===== src/hw/rtl/fssl_pkg.sv =====
`default_nettype none

package fssl_pkg;

  // Fixed widths of the item fields.
  localparam int DATA_W   = 16;
  localparam int RANK_W   = 4;
  localparam int STAT_W   = 3;
  localparam int LCOUNT_W = 5;
  localparam int QCOUNT_W = 2;

  // Request codes.
  localparam logic REQ_ADD  = 1'b0;
  localparam logic REQ_READ = 1'b1;

  // Result status codes.
  localparam logic [STAT_W-1:0] STAT_QUEUED    = 3'd0;
  localparam logic [STAT_W-1:0] STAT_SPILLED   = 3'd1;
  localparam logic [STAT_W-1:0] STAT_DROPPED   = 3'd2;
  localparam logic [STAT_W-1:0] STAT_DUP_QUEUE = 3'd3;
  localparam logic [STAT_W-1:0] STAT_DUP_LIST  = 3'd4;
  localparam logic [STAT_W-1:0] STAT_READ      = 3'd5;

  // Sequencer states.
  typedef enum logic [3:0] {
    ST_IDLE,
    ST_QSCAN,
    ST_LWALK,
    ST_DECIDE,
    ST_INS_NODE,
    ST_INS_PREV,
    ST_QPUSH,
    ST_RWALK,
    ST_DONE
  } state_t;

  // One result item.
  typedef struct packed {
    logic [STAT_W-1:0]   status;
    logic [DATA_W-1:0]   spilled_code;
    logic [DATA_W-1:0]   spilled_tag;
    logic [RANK_W-1:0]   insert_rank;
    logic                read_valid;
    logic [DATA_W-1:0]   read_code;
    logic [DATA_W-1:0]   read_tag;
    logic [LCOUNT_W-1:0] list_count;
    logic [QCOUNT_W-1:0] queue_count;
  } result_t;

endpackage

`default_nettype wire


===== src/hw/rtl/fifo_spill_to_sorted_list.sv =====
`default_nettype none

// Small FIFO of unique codes that spills its oldest entry into a code-sorted
// linked list when full. Items are handled one at a time. For an add, the
// FIFO is scanned one entry a cycle for duplicates (skipped when it is
// empty). Then the whole list is walked one node a cycle to check
// duplicates and find the insertion point. After that come a decide step,
// up to two node writes, the FIFO write, the result step and the idle step
// that takes the next item. A read chases pointers through the node memory,
// one node per cycle, up to read_rank. The result sits in an output
// register, so the next item is taken while the previous result waits. List
// nodes are never freed, so no clearing pass is needed after reset.
module fifo_spill_to_sorted_list #(
  parameter int QUEUE_DEPTH = 3,
  parameter int LIST_DEPTH  = 16,
  parameter int KEY_WIDTH   = 16
) (
  input  wire logic                              clk,
  input  wire logic                              rst_n,
  input  wire logic                              in_valid,
  output logic                                   in_ready,
  input  wire logic                              in_req_type,
  input  wire logic [fssl_pkg::DATA_W-1:0]       in_app_code,
  input  wire logic [fssl_pkg::DATA_W-1:0]       in_app_tag,
  input  wire logic [fssl_pkg::RANK_W-1:0]       in_read_rank,
  output logic                                   out_valid,
  input  wire logic                              out_ready,
  output logic      [fssl_pkg::STAT_W-1:0]       out_status,
  output logic      [fssl_pkg::DATA_W-1:0]       out_spilled_code,
  output logic      [fssl_pkg::DATA_W-1:0]       out_spilled_tag,
  output logic      [fssl_pkg::RANK_W-1:0]       out_insert_rank,
  output logic                                   out_read_valid,
  output logic      [fssl_pkg::DATA_W-1:0]       out_read_code,
  output logic      [fssl_pkg::DATA_W-1:0]       out_read_tag,
  output logic      [fssl_pkg::LCOUNT_W-1:0]     out_list_count,
  output logic      [fssl_pkg::QCOUNT_W-1:0]     out_queue_count
);

  localparam int KW  = (KEY_WIDTH < fssl_pkg::DATA_W) ? KEY_WIDTH : fssl_pkg::DATA_W;
  localparam int QIW = (QUEUE_DEPTH > 1) ? $clog2(QUEUE_DEPTH) : 1;
  localparam int IW  = $clog2(LIST_DEPTH);
  localparam int PW  = IW + 1;
  localparam int QWW = fssl_pkg::DATA_W + KW;
  localparam int NW  = PW + fssl_pkg::DATA_W + KW;

  logic              q_we;
  logic [QIW-1:0]    q_waddr;
  logic [QWW-1:0]    q_wdata;
  logic [QIW-1:0]    q_raddr;
  logic [QWW-1:0]    q_rdata;
  logic              n_we;
  logic [IW-1:0]     n_waddr;
  logic [NW-1:0]     n_wdata;
  logic [IW-1:0]     n_raddr;
  logic [NW-1:0]     n_rdata;
  logic              res_valid;
  logic              res_ready;
  fssl_pkg::result_t res;
  fssl_pkg::result_t out_r;
  logic              out_valid_r;

  // FIFO entries: tag and code.
  fssl_ram #(
    .WIDTH (QWW),
    .DEPTH (QUEUE_DEPTH),
    .AW    (QIW)
  ) u_queue_ram (
    .clk   (clk),
    .we    (q_we),
    .waddr (q_waddr),
    .wdata (q_wdata),
    .raddr (q_raddr),
    .rdata (q_rdata)
  );

  // List nodes: next link, tag and code.
  fssl_ram #(
    .WIDTH (NW),
    .DEPTH (LIST_DEPTH),
    .AW    (IW)
  ) u_node_ram (
    .clk   (clk),
    .we    (n_we),
    .waddr (n_waddr),
    .wdata (n_wdata),
    .raddr (n_raddr),
    .rdata (n_rdata)
  );

  fssl_ctrl #(
    .QUEUE_DEPTH (QUEUE_DEPTH),
    .LIST_DEPTH  (LIST_DEPTH),
    .KEY_WIDTH   (KEY_WIDTH)
  ) u_ctrl (
    .clk          (clk),
    .rst_n        (rst_n),
    .in_valid     (in_valid),
    .in_ready     (in_ready),
    .in_req_type  (in_req_type),
    .in_app_code  (in_app_code),
    .in_app_tag   (in_app_tag),
    .in_read_rank (in_read_rank),
    .res_valid    (res_valid),
    .res_ready    (res_ready),
    .res          (res),
    .q_we         (q_we),
    .q_waddr      (q_waddr),
    .q_wdata      (q_wdata),
    .q_raddr      (q_raddr),
    .q_rdata      (q_rdata),
    .n_we         (n_we),
    .n_waddr      (n_waddr),
    .n_wdata      (n_wdata),
    .n_raddr      (n_raddr),
    .n_rdata      (n_rdata)
  );

  // Output register: free when empty or being drained this cycle.
  assign res_ready = !out_valid_r || out_ready;

  always_ff @(posedge clk) begin
    if (!rst_n) begin
      out_valid_r <= 1'b0;
    end else if (res_valid && res_ready) begin
      out_valid_r <= 1'b1;
    end else if (out_ready) begin
      out_valid_r <= 1'b0;
    end
  end

  always_ff @(posedge clk) begin
    if (res_valid && res_ready) begin
      out_r <= res;
    end
  end

  assign out_valid        = out_valid_r;
  assign out_status       = out_r.status;
  assign out_spilled_code = out_r.spilled_code;
  assign out_spilled_tag  = out_r.spilled_tag;
  assign out_insert_rank  = out_r.insert_rank;
  assign out_read_valid   = out_r.read_valid;
  assign out_read_code    = out_r.read_code;
  assign out_read_tag     = out_r.read_tag;
  assign out_list_count   = out_r.list_count;
  assign out_queue_count  = out_r.queue_count;

endmodule

`default_nettype wire


===== src/hw/rtl/fssl_ram.sv =====
`default_nettype none

module fssl_ram #(
  parameter int WIDTH = 32,
  parameter int DEPTH = 16,
  parameter int AW    = 4
) (
  input  wire logic             clk,
  input  wire logic             we,
  input  wire logic [AW-1:0]    waddr,
  input  wire logic [WIDTH-1:0] wdata,
  input  wire logic [AW-1:0]    raddr,
  output logic      [WIDTH-1:0] rdata
);

  logic [WIDTH-1:0] mem [DEPTH];

  // Single write port.
  always_ff @(posedge clk) begin
    if (we) begin
      mem[waddr] <= wdata;
    end
  end

  // Registered read port.
  always_ff @(posedge clk) begin
    rdata <= mem[raddr];
  end

endmodule

`default_nettype wire


===== src/hw/rtl/fssl_ctrl.sv =====
`default_nettype none

module fssl_ctrl #(
  parameter int QUEUE_DEPTH = 3,
  parameter int LIST_DEPTH  = 16,
  parameter int KEY_WIDTH   = 16,
  localparam int KW  = (KEY_WIDTH < fssl_pkg::DATA_W) ? KEY_WIDTH : fssl_pkg::DATA_W,
  localparam int QIW = (QUEUE_DEPTH > 1) ? $clog2(QUEUE_DEPTH) : 1,
  localparam int QCW = $clog2(QUEUE_DEPTH + 1),
  localparam int IW  = $clog2(LIST_DEPTH),
  localparam int PW  = IW + 1,
  localparam int LCW = $clog2(LIST_DEPTH + 1),
  localparam int QWW = fssl_pkg::DATA_W + KW,
  localparam int NW  = PW + fssl_pkg::DATA_W + KW
) (
  input  wire logic                          clk,
  input  wire logic                          rst_n,
  // Request side.
  input  wire logic                          in_valid,
  output logic                               in_ready,
  input  wire logic                          in_req_type,
  input  wire logic [fssl_pkg::DATA_W-1:0]   in_app_code,
  input  wire logic [fssl_pkg::DATA_W-1:0]   in_app_tag,
  input  wire logic [fssl_pkg::RANK_W-1:0]   in_read_rank,
  // Result side.
  output logic                               res_valid,
  input  wire logic                          res_ready,
  output fssl_pkg::result_t                  res,
  // Queue memory.
  output logic                               q_we,
  output logic      [QIW-1:0]                q_waddr,
  output logic      [QWW-1:0]                q_wdata,
  output logic      [QIW-1:0]                q_raddr,
  input  wire logic [QWW-1:0]                q_rdata,
  // Node memory.
  output logic                               n_we,
  output logic      [IW-1:0]                 n_waddr,
  output logic      [NW-1:0]                 n_wdata,
  output logic      [IW-1:0]                 n_raddr,
  input  wire logic [NW-1:0]                 n_rdata
);

  localparam logic [PW-1:0]  NULL_PTR = {1'b1, {IW{1'b0}}};
  localparam logic [QCW-1:0] Q_FULL   = QCW'(QUEUE_DEPTH);
  localparam logic [LCW-1:0] L_FULL   = LCW'(LIST_DEPTH);

  // Circular index add for the queue, both operands below the depth.
  function automatic logic [QIW-1:0] qwrap(input logic [QIW-1:0] a, input logic [QIW-1:0] b);
    logic [QIW:0] s;
    s = {1'b0, a} + {1'b0, b};
    if (s >= (QIW+1)'(QUEUE_DEPTH)) begin
      s = s - (QIW+1)'(QUEUE_DEPTH);
    end
    return s[QIW-1:0];
  endfunction

  fssl_pkg::state_t state_r, state_nxt;

  logic [KW-1:0]                 key_r, key_nxt;
  logic [fssl_pkg::DATA_W-1:0]   tag_r, tag_nxt;
  logic [fssl_pkg::RANK_W-1:0]   rank_r, rank_nxt;
  logic [QIW-1:0]                q_head_r, q_head_nxt;
  logic [QCW-1:0]                q_fill_r, q_fill_nxt;
  logic [PW-1:0]                 l_head_r, l_head_nxt;
  logic [LCW-1:0]                l_fill_r, l_fill_nxt;
  logic [QCW-1:0]                qi_r, qi_nxt;
  logic                          qpend_r, qpend_nxt;
  logic                          qfirst_r, qfirst_nxt;
  logic [IW-1:0]                 cur_r, cur_nxt;
  logic [fssl_pkg::RANK_W-1:0]   steps_r, steps_nxt;
  logic                          dup_q_r, dup_q_nxt;
  logic                          dup_l_r, dup_l_nxt;
  logic [KW-1:0]                 sp_code_r, sp_code_nxt;
  logic [fssl_pkg::DATA_W-1:0]   sp_tag_r, sp_tag_nxt;
  logic                          ins_stop_r, ins_stop_nxt;
  logic [PW-1:0]                 ins_prev_r, ins_prev_nxt;
  logic [PW-1:0]                 ins_next_r, ins_next_nxt;
  logic [LCW-1:0]                ins_rank_r, ins_rank_nxt;
  logic [KW-1:0]                 prev_code_r, prev_code_nxt;
  logic [fssl_pkg::DATA_W-1:0]   prev_tag_r, prev_tag_nxt;
  fssl_pkg::result_t             res_r, res_nxt;

  // Fields of the node word that arrives from memory.
  logic [KW-1:0]               nd_code;
  logic [fssl_pkg::DATA_W-1:0] nd_tag;
  logic [PW-1:0]               nd_next;
  logic                        nd_last;
  logic                        head_null;
  logic                        qdone;
  logic                        q_full;
  logic                        accept;

  assign nd_code   = n_rdata[KW-1:0];
  assign nd_tag    = n_rdata[KW +: fssl_pkg::DATA_W];
  assign nd_next   = n_rdata[KW + fssl_pkg::DATA_W +: PW];
  assign nd_last   = nd_next[PW-1];
  assign head_null = l_head_r[PW-1];
  assign qdone     = !qpend_r && (qi_r == q_fill_r);
  assign q_full    = (q_fill_r == Q_FULL);
  assign accept    = in_valid && in_ready;

  // Next state.
  always_comb begin
    state_nxt = state_r;
    case (state_r)
      fssl_pkg::ST_IDLE: begin
        if (accept) begin
          if (in_req_type == fssl_pkg::REQ_READ) begin
            state_nxt = head_null ? fssl_pkg::ST_DONE : fssl_pkg::ST_RWALK;
          end else if (q_fill_r != '0) begin
            state_nxt = fssl_pkg::ST_QSCAN;
          end else begin
            state_nxt = head_null ? fssl_pkg::ST_DECIDE : fssl_pkg::ST_LWALK;
          end
        end
      end
      fssl_pkg::ST_QSCAN: begin
        if (qdone) begin
          if (dup_q_r) begin
            state_nxt = fssl_pkg::ST_DONE;
          end else begin
            state_nxt = head_null ? fssl_pkg::ST_DECIDE : fssl_pkg::ST_LWALK;
          end
        end
      end
      fssl_pkg::ST_LWALK: begin
        if (nd_last) begin
          state_nxt = fssl_pkg::ST_DECIDE;
        end
      end
      fssl_pkg::ST_DECIDE: begin
        if (dup_l_r) begin
          state_nxt = fssl_pkg::ST_DONE;
        end else if (q_full && (l_fill_r != L_FULL)) begin
          state_nxt = fssl_pkg::ST_INS_NODE;
        end else begin
          state_nxt = fssl_pkg::ST_QPUSH;
        end
      end
      fssl_pkg::ST_INS_NODE: begin
        state_nxt = ins_prev_r[PW-1] ? fssl_pkg::ST_QPUSH : fssl_pkg::ST_INS_PREV;
      end
      fssl_pkg::ST_INS_PREV: begin
        state_nxt = fssl_pkg::ST_QPUSH;
      end
      fssl_pkg::ST_QPUSH: begin
        state_nxt = fssl_pkg::ST_DONE;
      end
      fssl_pkg::ST_RWALK: begin
        if ((steps_r == rank_r) || nd_last) begin
          state_nxt = fssl_pkg::ST_DONE;
        end
      end
      fssl_pkg::ST_DONE: begin
        if (res_ready) begin
          state_nxt = fssl_pkg::ST_IDLE;
        end
      end
      default: begin
        state_nxt = fssl_pkg::ST_IDLE;
      end
    endcase
  end

  // Datapath and memory controls for each state.
  always_comb begin
    key_nxt       = key_r;
    tag_nxt       = tag_r;
    rank_nxt      = rank_r;
    q_head_nxt    = q_head_r;
    q_fill_nxt    = q_fill_r;
    l_head_nxt    = l_head_r;
    l_fill_nxt    = l_fill_r;
    qi_nxt        = qi_r;
    qpend_nxt     = qpend_r;
    qfirst_nxt    = qfirst_r;
    cur_nxt       = cur_r;
    steps_nxt     = steps_r;
    dup_q_nxt     = dup_q_r;
    dup_l_nxt     = dup_l_r;
    sp_code_nxt   = sp_code_r;
    sp_tag_nxt    = sp_tag_r;
    ins_stop_nxt  = ins_stop_r;
    ins_prev_nxt  = ins_prev_r;
    ins_next_nxt  = ins_next_r;
    ins_rank_nxt  = ins_rank_r;
    prev_code_nxt = prev_code_r;
    prev_tag_nxt  = prev_tag_r;
    res_nxt       = res_r;
    q_we          = 1'b0;
    q_waddr       = '0;
    q_wdata       = {tag_r, key_r};
    q_raddr       = '0;
    n_we          = 1'b0;
    n_waddr       = '0;
    n_wdata       = {ins_next_r, sp_tag_r, sp_code_r};
    n_raddr       = l_head_r[IW-1:0];
    in_ready      = 1'b0;
    res_valid     = 1'b0;
    res           = res_r;

    case (state_r)
      fssl_pkg::ST_IDLE: begin
        in_ready = 1'b1;
        // Take the item and clear the per-item bookkeeping.
        if (accept) begin
          key_nxt      = in_app_code[KW-1:0];
          tag_nxt      = in_app_tag;
          rank_nxt     = in_read_rank;
          qi_nxt       = '0;
          qpend_nxt    = 1'b0;
          qfirst_nxt   = 1'b0;
          steps_nxt    = '0;
          dup_q_nxt    = 1'b0;
          dup_l_nxt    = 1'b0;
          ins_stop_nxt = 1'b0;
          ins_prev_nxt = NULL_PTR;
          ins_next_nxt = NULL_PTR;
          ins_rank_nxt = '0;
          cur_nxt      = l_head_r[IW-1:0];
          res_nxt      = '0;
          res_nxt.status = (in_req_type == fssl_pkg::REQ_READ) ?
                           fssl_pkg::STAT_READ : fssl_pkg::STAT_QUEUED;
        end
      end
      fssl_pkg::ST_QSCAN: begin
        // Compare the entry read last cycle; the oldest one is the spill candidate.
        if (qpend_r) begin
          if (q_rdata[KW-1:0] == key_r) begin
            dup_q_nxt = 1'b1;
          end
          if (qfirst_r) begin
            sp_code_nxt = q_rdata[KW-1:0];
            sp_tag_nxt  = q_rdata[KW +: fssl_pkg::DATA_W];
          end
        end
        // Issue the next queue read while entries remain.
        if (qi_r != q_fill_r) begin
          q_raddr    = qwrap(q_head_r, QIW'(qi_r));
          qi_nxt     = qi_r + 1'b1;
          qpend_nxt  = 1'b1;
          qfirst_nxt = (qi_r == '0);
        end else begin
          qpend_nxt  = 1'b0;
        end
        if (qdone && dup_q_r) begin
          res_nxt.status = fssl_pkg::STAT_DUP_QUEUE;
        end
        cur_nxt = l_head_r[IW-1:0];
      end
      fssl_pkg::ST_LWALK: begin
        // Duplicate check of the new code against every listed node.
        if (nd_code == key_r) begin
          dup_l_nxt = 1'b1;
        end
        // Insertion point of the spill: after all codes not above it.
        if (!ins_stop_r) begin
          if (nd_code <= sp_code_r) begin
            ins_prev_nxt  = {1'b0, cur_r};
            prev_code_nxt = nd_code;
            prev_tag_nxt  = nd_tag;
            ins_rank_nxt  = ins_rank_r + 1'b1;
          end else begin
            ins_stop_nxt  = 1'b1;
            ins_next_nxt  = {1'b0, cur_r};
          end
        end
        // Follow the link straight from the read data.
        n_raddr = nd_next[IW-1:0];
        cur_nxt = nd_next[IW-1:0];
      end
      fssl_pkg::ST_DECIDE: begin
        if (dup_l_r) begin
          res_nxt.status = fssl_pkg::STAT_DUP_LIST;
        end else if (q_full) begin
          // Oldest entry leaves the queue.
          q_head_nxt = qwrap(q_head_r, QIW'(1));
          q_fill_nxt = QCW'(QUEUE_DEPTH - 1);
          res_nxt.spilled_code = fssl_pkg::DATA_W'(sp_code_r);
          res_nxt.spilled_tag  = sp_tag_r;
          if (l_fill_r != L_FULL) begin
            res_nxt.status      = fssl_pkg::STAT_SPILLED;
            res_nxt.insert_rank = fssl_pkg::RANK_W'(ins_rank_r);
          end else begin
            res_nxt.status      = fssl_pkg::STAT_DROPPED;
          end
        end
      end
      fssl_pkg::ST_INS_NODE: begin
        // New node takes the next unused slot; slots are never freed.
        n_we    = 1'b1;
        n_waddr = IW'(l_fill_r);
        n_wdata = {ins_next_r, sp_tag_r, sp_code_r};
        if (ins_prev_r[PW-1]) begin
          l_head_nxt = {1'b0, IW'(l_fill_r)};
          l_fill_nxt = l_fill_r + 1'b1;
        end
      end
      fssl_pkg::ST_INS_PREV: begin
        // Relink the predecessor to the new node.
        n_we       = 1'b1;
        n_waddr    = ins_prev_r[IW-1:0];
        n_wdata    = {1'b0, IW'(l_fill_r), prev_tag_r, prev_code_r};
        l_fill_nxt = l_fill_r + 1'b1;
      end
      fssl_pkg::ST_QPUSH: begin
        q_we       = 1'b1;
        q_waddr    = qwrap(q_head_r, QIW'(q_fill_r));
        q_wdata    = {tag_r, key_r};
        q_fill_nxt = q_fill_r + 1'b1;
      end
      fssl_pkg::ST_RWALK: begin
        // Step through the list until the requested rank or its end.
        if (steps_r == rank_r) begin
          res_nxt.read_valid = 1'b1;
          res_nxt.read_code  = fssl_pkg::DATA_W'(nd_code);
          res_nxt.read_tag   = nd_tag;
        end else begin
          n_raddr   = nd_next[IW-1:0];
          cur_nxt   = nd_next[IW-1:0];
          steps_nxt = steps_r + 1'b1;
        end
      end
      fssl_pkg::ST_DONE: begin
        res_valid       = 1'b1;
        res.list_count  = fssl_pkg::LCOUNT_W'(l_fill_r);
        res.queue_count = fssl_pkg::QCOUNT_W'(q_fill_r);
      end
      default: begin
        in_ready = 1'b0;
      end
    endcase
  end

  // Control state.
  always_ff @(posedge clk) begin
    if (!rst_n) begin
      state_r  <= fssl_pkg::ST_IDLE;
      q_head_r <= '0;
      q_fill_r <= '0;
      l_head_r <= NULL_PTR;
      l_fill_r <= '0;
    end else begin
      state_r  <= state_nxt;
      q_head_r <= q_head_nxt;
      q_fill_r <= q_fill_nxt;
      l_head_r <= l_head_nxt;
      l_fill_r <= l_fill_nxt;
    end
  end

  // Per-item working registers.
  always_ff @(posedge clk) begin
    key_r       <= key_nxt;
    tag_r       <= tag_nxt;
    rank_r      <= rank_nxt;
    qi_r        <= qi_nxt;
    qpend_r     <= qpend_nxt;
    qfirst_r    <= qfirst_nxt;
    cur_r       <= cur_nxt;
    steps_r     <= steps_nxt;
    dup_q_r     <= dup_q_nxt;
    dup_l_r     <= dup_l_nxt;
    sp_code_r   <= sp_code_nxt;
    sp_tag_r    <= sp_tag_nxt;
    ins_stop_r  <= ins_stop_nxt;
    ins_prev_r  <= ins_prev_nxt;
    ins_next_r  <= ins_next_nxt;
    ins_rank_r  <= ins_rank_nxt;
    prev_code_r <= prev_code_nxt;
    prev_tag_r  <= prev_tag_nxt;
    res_r       <= res_nxt;
  end

endmodule

`default_nettype wire

===== config.mk =====
export PLATFORM = sky130hd
export DESIGN_NAME = fifo_spill_to_sorted_list
export DESIGN_NICKNAME = d
export VERILOG_FILES = /design/src/hw/rtl/fssl_pkg.sv /design/src/hw/rtl/fifo_spill_to_sorted_list.sv /design/src/hw/rtl/fssl_ram.sv /design/src/hw/rtl/fssl_ctrl.sv
export SDC_FILE = /design/constraint.sdc
export NUM_CORES = 1
export LEC_CHECK = 0
export BUFFER_PORTS_ARGS = -buffer_cell sky130_fd_sc_hd__clkbuf_2
export CORE_ASPECT_RATIO = 1.1
export CORE_UTILIZATION = 50
export DETAILED_ROUTE_END_ITERATION = 12
export GPL_ROUTABILITY_DRIVEN = 0
export PLACE_DENSITY = 0.66
export SKIP_CTS_REPAIR_TIMING = 1
export SLEW_MARGIN = 40
export SYNTH_ARGS = -nofsm -noshare
export SYNTH_HDL_FRONTEND = slang
export SYNTH_HIERARCHICAL = 1
export SYNTH_SLANG_ARGS = --single-unit

===== constraint.sdc =====
create_clock -name clk -period 6.1 [get_ports clk]
set_input_delay 1.83 -clock clk [delete_from_list [all_inputs] [get_ports clk]]
set_output_delay 1.83 -clock clk [all_outputs]
set_load 0.02 [all_outputs]

* Word level (Yosys, flattened, before mapping) *
Memories as Yosys holds them, arrays and structs flattened. A register that Yosys moved wholly into a read port is not among the register bits.
Cells that the tools add are included.

word-level totals
  register bits = 300
  memories = 2
  logic and storage cells = 221
  output and inout port bits = 81
  bits in writable memories = 688

cells by class
  reduce and logical (&&, ||, !) cells = 43
  eq/ne operators = 35
  magnitude comparators = 4
  muxes and demuxes = 84
  bitwise operators = 2
  $add $sub $neg = 11

memory list
  memory           words  bits a word  rd ports  clocked after Yosys merged registers in  write ports  line            source
  u_node_ram.mem   16     37           1         1                                        1            fssl_ram.sv:16  logic [WIDTH-1:0] mem [DEPTH];
  u_queue_ram.mem  3      32           1         1                                        1            fssl_ram.sv:16

operators with widths
  cell                 count
  $mux 79              1
  $pmux 36 s2          1
  $pmux 33 s2          1
  $mux 4               16
  $mux 5               9
  $pmux 5 s2           4
  $mux 39              1
  $mux 37              1
  $mux 36              1
  $pmux 4 s9           1
  $mux 33              1
  $eq 16x16->1         2
  $reduce_and 3->1     9
  $mux 2               13
  $ne 2x1->1 const B   13
  $pmux 4 s2           3
  $reduce_and 4->1     5
  $mux 1               19
  $eq 4x3->1 const B   4
  $le 16x16->1         1
  $pmux 4 s4           1
  $reduce_bool 2->1    8
  $ne 2x2->1 const B   6
  $add 5x1->5 const B  2
  other kinds (30)     56

* Logic depth before layout (Yosys ltp) *
Gate-level depths: netlist of run 1.

  word-level depth = 5
  mapped depth = 14
  mapped depth without buffers = 10

* Modules after synthesis *
The synthesis of run 1 kept the hierarchy.

modules (own cells, without submodules)
  module                     instances  sequential area each (µm²)  area each (µm²)  cells each
  fssl_ram at u_node_ram     1          18517.8                     22942.0          963
  fssl_ctrl                  1          6396.1                      9569.2           700
  fssl_ram at u_queue_ram    1          3523.4                      4262.8           238
  fifo_spill_to_sorted_list  1          2392.3                      2429.8           84

* Worst setup path after synthesis of run 1 *
No wires, ideal clock.

  kind = flip-flop to flip-flop
  start point = reg u_ctrl.state_r[3]
  end point = mem u_node_ram/mem[0][0] (netlist name) (enable)
  required time = 5.623 ns
  arrival time = 4.178 ns
  setup slack = 1.445 ns
  stages on the path, launching flop included = 7
  clock period less this slack = 4.655 ns
  path through = dfxtp_1 -> buf_2 -> or3b_2 -> buf_2 -> inv_1 -> or3b_2 -> nor3_1

on the way
  word-level cells in the longest chain between the ends = 5

RTL lines
  item                                line                             source
  from (decl)                         fssl_ctrl.sv:57                  fssl_pkg::state_t state_r, state_nxt;
  from (signal assigned)              fssl_ctrl.sv:338                 state_r <= fssl_pkg::ST_IDLE;
  from (signal assigned)              fssl_ctrl.sv:344                 state_r <= state_nxt;
  $eq 4x3->1                          fssl_ctrl.sv:202                 case (state_r)
  $reduce_or 2->1 (no source line) *  -
  $mux 1 *                            fssl_ctrl.sv:202
  net n_we                            fifo_spill_to_sorted_list.sv:51  logic n_we;
  $mux 1 *                            fssl_ram.sv:20                   if (we) begin
  $mux 1 (not written as such) *      fssl_ram.sv:21                   mem[waddr] <= wdata;
  to (decl)                           fssl_ram.sv:16

Mark *: on every way through the listed nets, which the timed path passes. The rest lies on a longest branch.

* Worst setup path in the final report of run 1 *
  start point = reg u_ctrl.state_r[2]
  end point = reg u_node_ram.rdata[28] (read register of u_node_ram.mem)

on the way
  word-level cells in the longest chain between the ends = 2

RTL lines
  item                                             line                             source
  $eq 4x3->1 / $eq 4x2->1 (equally long branches)  fssl_ctrl.sv:202
  $pmux 4 s2 *                                     fssl_ctrl.sv:202
  net n_raddr[1]                                   fifo_spill_to_sorted_list.sv:54  logic [IW-1:0] n_raddr;
  to (decl)                                        fssl_ram.sv:13                   output logic [WIDTH-1:0] rdata

Marked as above.
A chain may end at the register's enable or synchronous reset.

==> results of run 1 <==
## flip-flops by register name (all words and copies together) (netlist names), 5 cells and up
signal              cells
u_ctrl/tag_r           16
out_spilled_code       16
u_ctrl/key_r           16
u_ctrl/sp_tag_r        16
u_node_ram/rdata       37
u_ctrl/ins_prev_r       5
u_ctrl/ins_next_r       5
u_ctrl/prev_tag_r      16
out_read_code          16
out_read_tag           16
u_queue_ram/mem        96
u_ctrl/l_fill_r         5
out_spilled_tag        16
u_ctrl/sp_code_r       16
out_list_count          5
u_ctrl/l_head_r         5
u_queue_ram/rdata      32
u_node_ram/mem        592
u_ctrl/prev_code_r     16
u_ctrl/res             72
## logic make-up (layout without fill, tap and decap cells)
kind of cell / after synthesis / after routing / synth area share
mux: 218 / 218 / 0.104
compound gates: 184 / 184 / 0.0308
simple gates: 324 / 324 / 0.0422
buf+inv: 127 / 433 / 0.0167
other cells: 0 / 10 / 0
fa+ha+maj: 29 / 29 / 0.00964
xor+xnor: 47 / 47 / 0.0105
flops: 1056 / 1056 / 0.786
## metal layers
| metal | up-vias | wire length, um |
|---|---|---|
| met4 | 0 | 2520 |
| met5 | - | 0 |
| met2 | 799 | 44200 |
| met1 | 10096 | 35700 |
| li1 | 8320 | - |
| met3 | 154 | 6550 |
## final timing paths
path / start / to / depth (start not counted)
max: u_ctrl/state_r[2]$_SDFFE_PN0P_ / u_node_ram/rdata[28]$_DFF_P_ / 11
min: u_queue_ram/rdata[25]$_DFF_P_ / u_ctrl/sp_tag_r[9]$_DFFE_PP_ / 0
max reg2reg: u_ctrl/state_r[2]$_SDFFE_PN0P_ / u_node_ram/rdata[28]$_DFF_P_ / 11
min reg2reg: u_queue_ram/rdata[25]$_DFF_P_ / u_ctrl/sp_tag_r[9]$_DFFE_PP_ / 0
## Yosys cell counts, drive strengths merged (22+ instances only)
cell | count | area share
nor3 | 26 | 0.0033
nor2 | 47 | 0.0046
mux2 | 29 | 0.0083
xor2 | 36 | 0.0080
nand2 | 112 | 0.011
and2 | 70 | 0.011
mux4 | 148 | 0.085
edfxtp | 968 | 0.74
mux2i | 41 | 0.010
dfxtp | 88 | 0.045
a22oi | 74 | 0.014
ha | 27 | 0.0086
buf | 51 | 0.0094
o21ai | 65 | 0.0086
inv | 39 | 0.0037
clkbuf | 37 | 0.0035
a21oi | 22 | 0.0030
## layout make-up
type                    count  area, um2  share of cell area
diodes                     10       25.0            0.000552
clock buffers             124       2700              0.0597
clock inverters            65        734              0.0162
inverters                  39        146             0.00323
multi-input cells         802       7950               0.175
flip-flops and latches   1056      30800               0.680
well taps                1035       1290              0.0286
repair buffers            205       1630              0.0359
## per-stage QoR
step | std cells | instance area (um2) | util | total power (uW)
3_3_place_gp | 3113 | 41300 | 0.533 | 11900
3_5_place_dp | 3136 | 41800 | 0.539 | 12000
5_1_grt | 3327 | 45300 | 0.584 | 18900
6_report | 3336 | 45300 | 0.585 | 18300
4_1_cts | 3325 | 45300 | 0.584 | 18400
2_1_floorplan | 1985 | 39200 | - | 11000
## power by group
group	internal (uW)	switching [uW]	total, uW
clock network	3720	2690	6410
registers	8970	532	9500
logic	897	1460	2360
## worst register-to-register path, stage by stage, from the launching register on
cell and delay, ps:
dfxtp_1 600, nand2b_1 640, nand2b_1 540, inv_2 200, a21oi_2 400, mux2_8 480, buf_16 310, buf_16 310
buf_4 300, mux4_2 320, a22oi_1 210, nand2_1 70
==> results_dict.tcl, run 1 <==
set metrics [dict create \
    status "finished clean" \
    grt-busiest-layer "met2" \
    grtUsageMet2 0.371 \
    vias 19369 \
    drc_errors 0 \
    worst_setup_path_start_kind "register" \
    grt_usage 0.228 \
    dieHeight_um 296 \
    ys_warn_count 6 \
    io_pins 122 \
    grt_max_degree 53 \
    fin_crit_sh 0.738 \
    p_leak_uw 0.0149 \
    grt_overflow 0 \
    cp-end-kind "register" \
    rsz0062_at_grt "no" \
    ys_types 68 \
    antenna_left 0 \
    drt-wirelength-per-cell_um 26.7 \
    avgViaCountPerCell 5.81 \
    slew_viol_final 0 \
    fin_skew_ps 31.4 \
    finalSetupTns_ps 0 \
    dr.pass1.iters 7 \
    timing.final.ws_setup_ps 1600 \
    relSlewSlack 0.340 \
    worst-endpoint-arrival_ps 5050 \
    r2r_setup_slack_ps 1600 \
    clk_pin_slew_ps 60 \
    fill_cells 5587 \
    wl_um 89000 \
    cts.sink_count 1056 \
    final_nets 2274 \
    async_reset_ff_frac 0 \
    core-area_um2 77500 \
    setup_viol 0 \
    cp.required_ps 6660 \
    syn_inst 1985 \
    hold_path_class "reg -> reg" \
    grt_use_met3 0.0431 \
    cp_slowest_cell "nand2b_1" \
    synth-main-ff-cell "edfxtp_1" \
    drive_above_1_share 0.258 \
    cts_root_buf "clkbuf_16" \
    cpLargestDelayFamily "simple AND/OR/NAND/NOR gates" \
    die-area_um2 79500 \
    whs_ps 402 \
    clk_path_buf_depth 3 \
    power.density_nw_per_um2 403 \
    finalCriticalPeriod_ps 4500 \
    fmax_mhz 222 \
    syn2layout_area_growth_pct 15.6 \
    rows 107 \
    crit_path_max_fanout 48 \
    portBuffers 121 \
    final_common_cell "edfxtp_1" \
    ys_seq_elements 1056 \
    final_cell_mix "968 x edfxtp_1, 148 x mux4_2, 121 x clkbuf_2, 111 x nand2_1, 101 x clkbuf_16" \
    dp_hpwl_um 55800 \
    grt_pass1_wl_um 129000 \
    use_met1 0.309 \
    start_util 0.506 \
    synth_fp_nets 2055 \
    crit_type "reg -> reg" \
    syn_area_per_cell_um2 19.8 \
    worst_pin_slew_ps 981 \
    numCtsBuffers 100 \
    grt_pass1_vias 19581 \
    ir_drop_mv 0.254 \
    h-tree-depth 3 \
    fp.dieW_um 269 \
    drtIter0Drc 1918 \
    tritoncts "done" \
    syn-cell-area_um2 39200 \
    cap_violations 0 \
    pre_cts_slack_ps 1560 \
    yosysSeqAreaShare 0.786 \
    synth_edf_count 968 \
    antenna_found_initial 10 \
    max_stage_delay_ps 640 \
    crit_chain "nand2b_1 -> nand2b_1 -> inv_2 -> a21oi_2 -> mux2_8 -> buf_16 -> buf_16 -> buf_4 -> mux4_2 -> a22oi_1 -> nand2_1" \
    finalHoldViolations 0 \
    worstSkewPairLatency_ps 690 \
    worst-path-buf-inv 4 \
]
No activity file was read; power rests on OpenSTA's default activity.
==> run 2, diff against run 1 <==
- PLACE_DENSITY: 0.66 -> 0.69
- clock period: 6.1 -> 3.8 ns (I/O delays scaled with it)
==> run 2 against run 1 <==
Compared with the run above: clock skew decreased by 5.5 ps; register-to-register slack got worse by 1200 ps; final cell count is 0.54% lower; critical path type unchanged; setup slack got worse by 1200 ps; sequential power grew 61%; clock power up 62%; global-route usage shrank 1.0 points; critical path depth shrank 3; utilization is 0.057 points lower; total power increased by 61%; maximum frequency grew 32%; via count decreased by 1.4%.
==> results_dict.tcl, run 2 (synthesis gave the netlist of run 1 again) <==
set metrics [dict create \
    final_nets 2266 \
    grtUsageMet2 0.363 \
    cts_root_buf "clkbuf_16" \
    wl_um 84900 \
    use_met1 0.289 \
    ir_drop_mv 0.368 \
    worst_setup_path_start_kind "register" \
    crit_path_end "u_node_ram/rdata[16]$_DFF_P_" \
    cp-startpoint "u_ctrl/steps_r[0]$_SDFFCE_PN0P_" \
    p_leak_uw 0.0148 \
    worst_r2r_path_depth 8 \
    slew_viol_final 0 \
    drt-wirelength-per-cell_um 25.6 \
    rsz0062_at_grt "no" \
    worst-path-buf-inv 1 \
    h-tree-depth 3 \
    grt-busiest-layer "met2" \
    cp.required_ps 4340 \
    largest_reg_flops 592 \
    grt_usage 0.218 \
    fp.dieW_um 269 \
    max_stage_delay_ps 570 \
    die-area_um2 79500 \
    clk_path_buf_depth 3 \
    relSlewSlack 0.462 \
    worst-endpoint-arrival_ps 3960 \
    cp_slowest_cell "mux2_8" \
    finalCriticalPeriod_ps 3410 \
    fin_crit_sh 0.898 \
    antenna_found_initial 1 \
    final_common_cell "edfxtp_1" \
    tritoncts "done" \
    grt_pass1_vias 19472 \
    crit_path_max_fanout 34 \
    fin_skew_ps 25.9 \
    dr.pass1.iters 5 \
    status "finished clean" \
    largest_register "u_node_ram/mem" \
    vias 19091 \
    hold_path_class "reg -> reg" \
    final_cell_mix "968 x edfxtp_1, 148 x mux4_2, 121 x clkbuf_2, 110 x nand2_1, 101 x clkbuf_16" \
    rows 107 \
    drtIter0Drc 2035 \
    grt_max_degree 88 \
    path_depth 8 \
    cap_violations 0 \
    core-area_um2 77500 \
    drive_above_1_share 0.253 \
    worst_pin_slew_ps 787 \
    r2r_end "u_node_ram/rdata[16]$_DFF_P_" \
    grt_use_met3 0.0332 \
    grt_overflow 0 \
    finalSetupTns_ps 0 \
    start_util 0.506 \
    timing.final.ws_setup_ps 389 \
    setup_viol 0 \
    clk_pin_slew_ps 60 \
    syn2layout_area_growth_pct 15.5 \
    r2r_start "u_ctrl/steps_r[0]$_SDFFCE_PN0P_" \
    numCtsBuffers 100 \
    power.density_nw_per_um2 650 \
    r2r_setup_slack_ps 390 \
    grt_pass1_wl_um 125000 \
    crit_chain "xnor2_1 -> nand4_1 -> a21oi_2 -> mux2_8 -> buf_4 -> mux4_2 -> a22oi_1 -> nand2_1" \
    dp_hpwl_um 49800 \
    fmax_mhz 293 \
    finalHoldViolations 0 \
    io_pins 122 \
    crit_type "reg -> reg" \
    cp-end-kind "register" \
    drc_errors 0 \
    portBuffers 121 \
    antenna_left 0 \
    dieHeight_um 296 \
    cpLargestDelayFamily "multiplexers" \
    avgViaCountPerCell 5.75 \
    pre_cts_slack_ps 401 \
    cts.sink_count 1056 \
    worstSkewPairLatency_ps 660 \
]
run 2: cell types whose count changed in the layout (fill, tap and decap cells not counted), sizes merged:
| cell | change |
|---|---|
| buf | -8 |
| bufinv | +3 |
| clkbuf | +6 |
| clkinv | -10 |
| clkinvlp | -1 |
| diode | -8 |
run 2: how the worst min path moves through the flow:
stage	cells after the start	slack (ps)	to	start
after global placement	0	390	u_ctrl/sp_tag_r[3]$_DFFE_PP_	u_queue_ram/rdata[19]$_DFF_P_
after global routing	0	410	u_ctrl/sp_tag_r[13]$_DFFE_PP_	u_queue_ram/rdata[29]$_DFF_P_
after detailed placement	0	390	u_ctrl/sp_tag_r[3]$_DFFE_PP_	u_queue_ram/rdata[19]$_DFF_P_
after CTS	0	410	u_ctrl/sp_tag_r[8]$_DFFE_PP_	u_queue_ram/rdata[24]$_DFF_P_
after floorplan	0	390	u_ctrl/sp_tag_r[0]$_DFFE_PP_	u_queue_ram/rdata[16]$_DFF_P_
final	0	410	u_ctrl/sp_tag_r[9]$_DFFE_PP_	u_queue_ram/rdata[25]$_DFF_P_
run 2: per-stage QoR:
step	utilization	std cells	area, um2	total power, uW	hold WS (ps)
6_report	0.584	3318	45300	29400	406
5_1_grt	0.584	3316	45300	30500	413
4_1_cts	0.584	3316	45300	29600	406
3_5_place_dp	0.539	3129	41700	19300	389
3_3_place_gp	0.538	3128	41700	19100	389
2_1_floorplan	-	1985	39200	17600	386
run 2: area by class of cell:
type / instances / area (um2)
antenna: 2 / 5.00
clock buffer: 130 / 2760
clock inverter: 57 / 751
fill: 5493 / 32300
inverter: 39 / 146
multi-input combinational: 802 / 7970
sequential: 1056 / 30800
tap: 1035 / 1290
timing repair buffer: 197 / 1510
run 2: metal layers:
metal / up-vias / share of wire / wire (um)
met5: - / 0 / 0
met4: 0 / 0.033 / 2840
met3: 149 / 0.068 / 5740
met2: 761 / 0.51 / 43000
met1: 9903 / 0.39 / 33400
li1: 8278 / - / -
run 2: power breakdown:
group	total, uW	internal (uW)	switching [uW]
clock network	10400	6220	4180
logic	3740	1430	2310
registers	15300	14400	864
total	29400	22100	7350
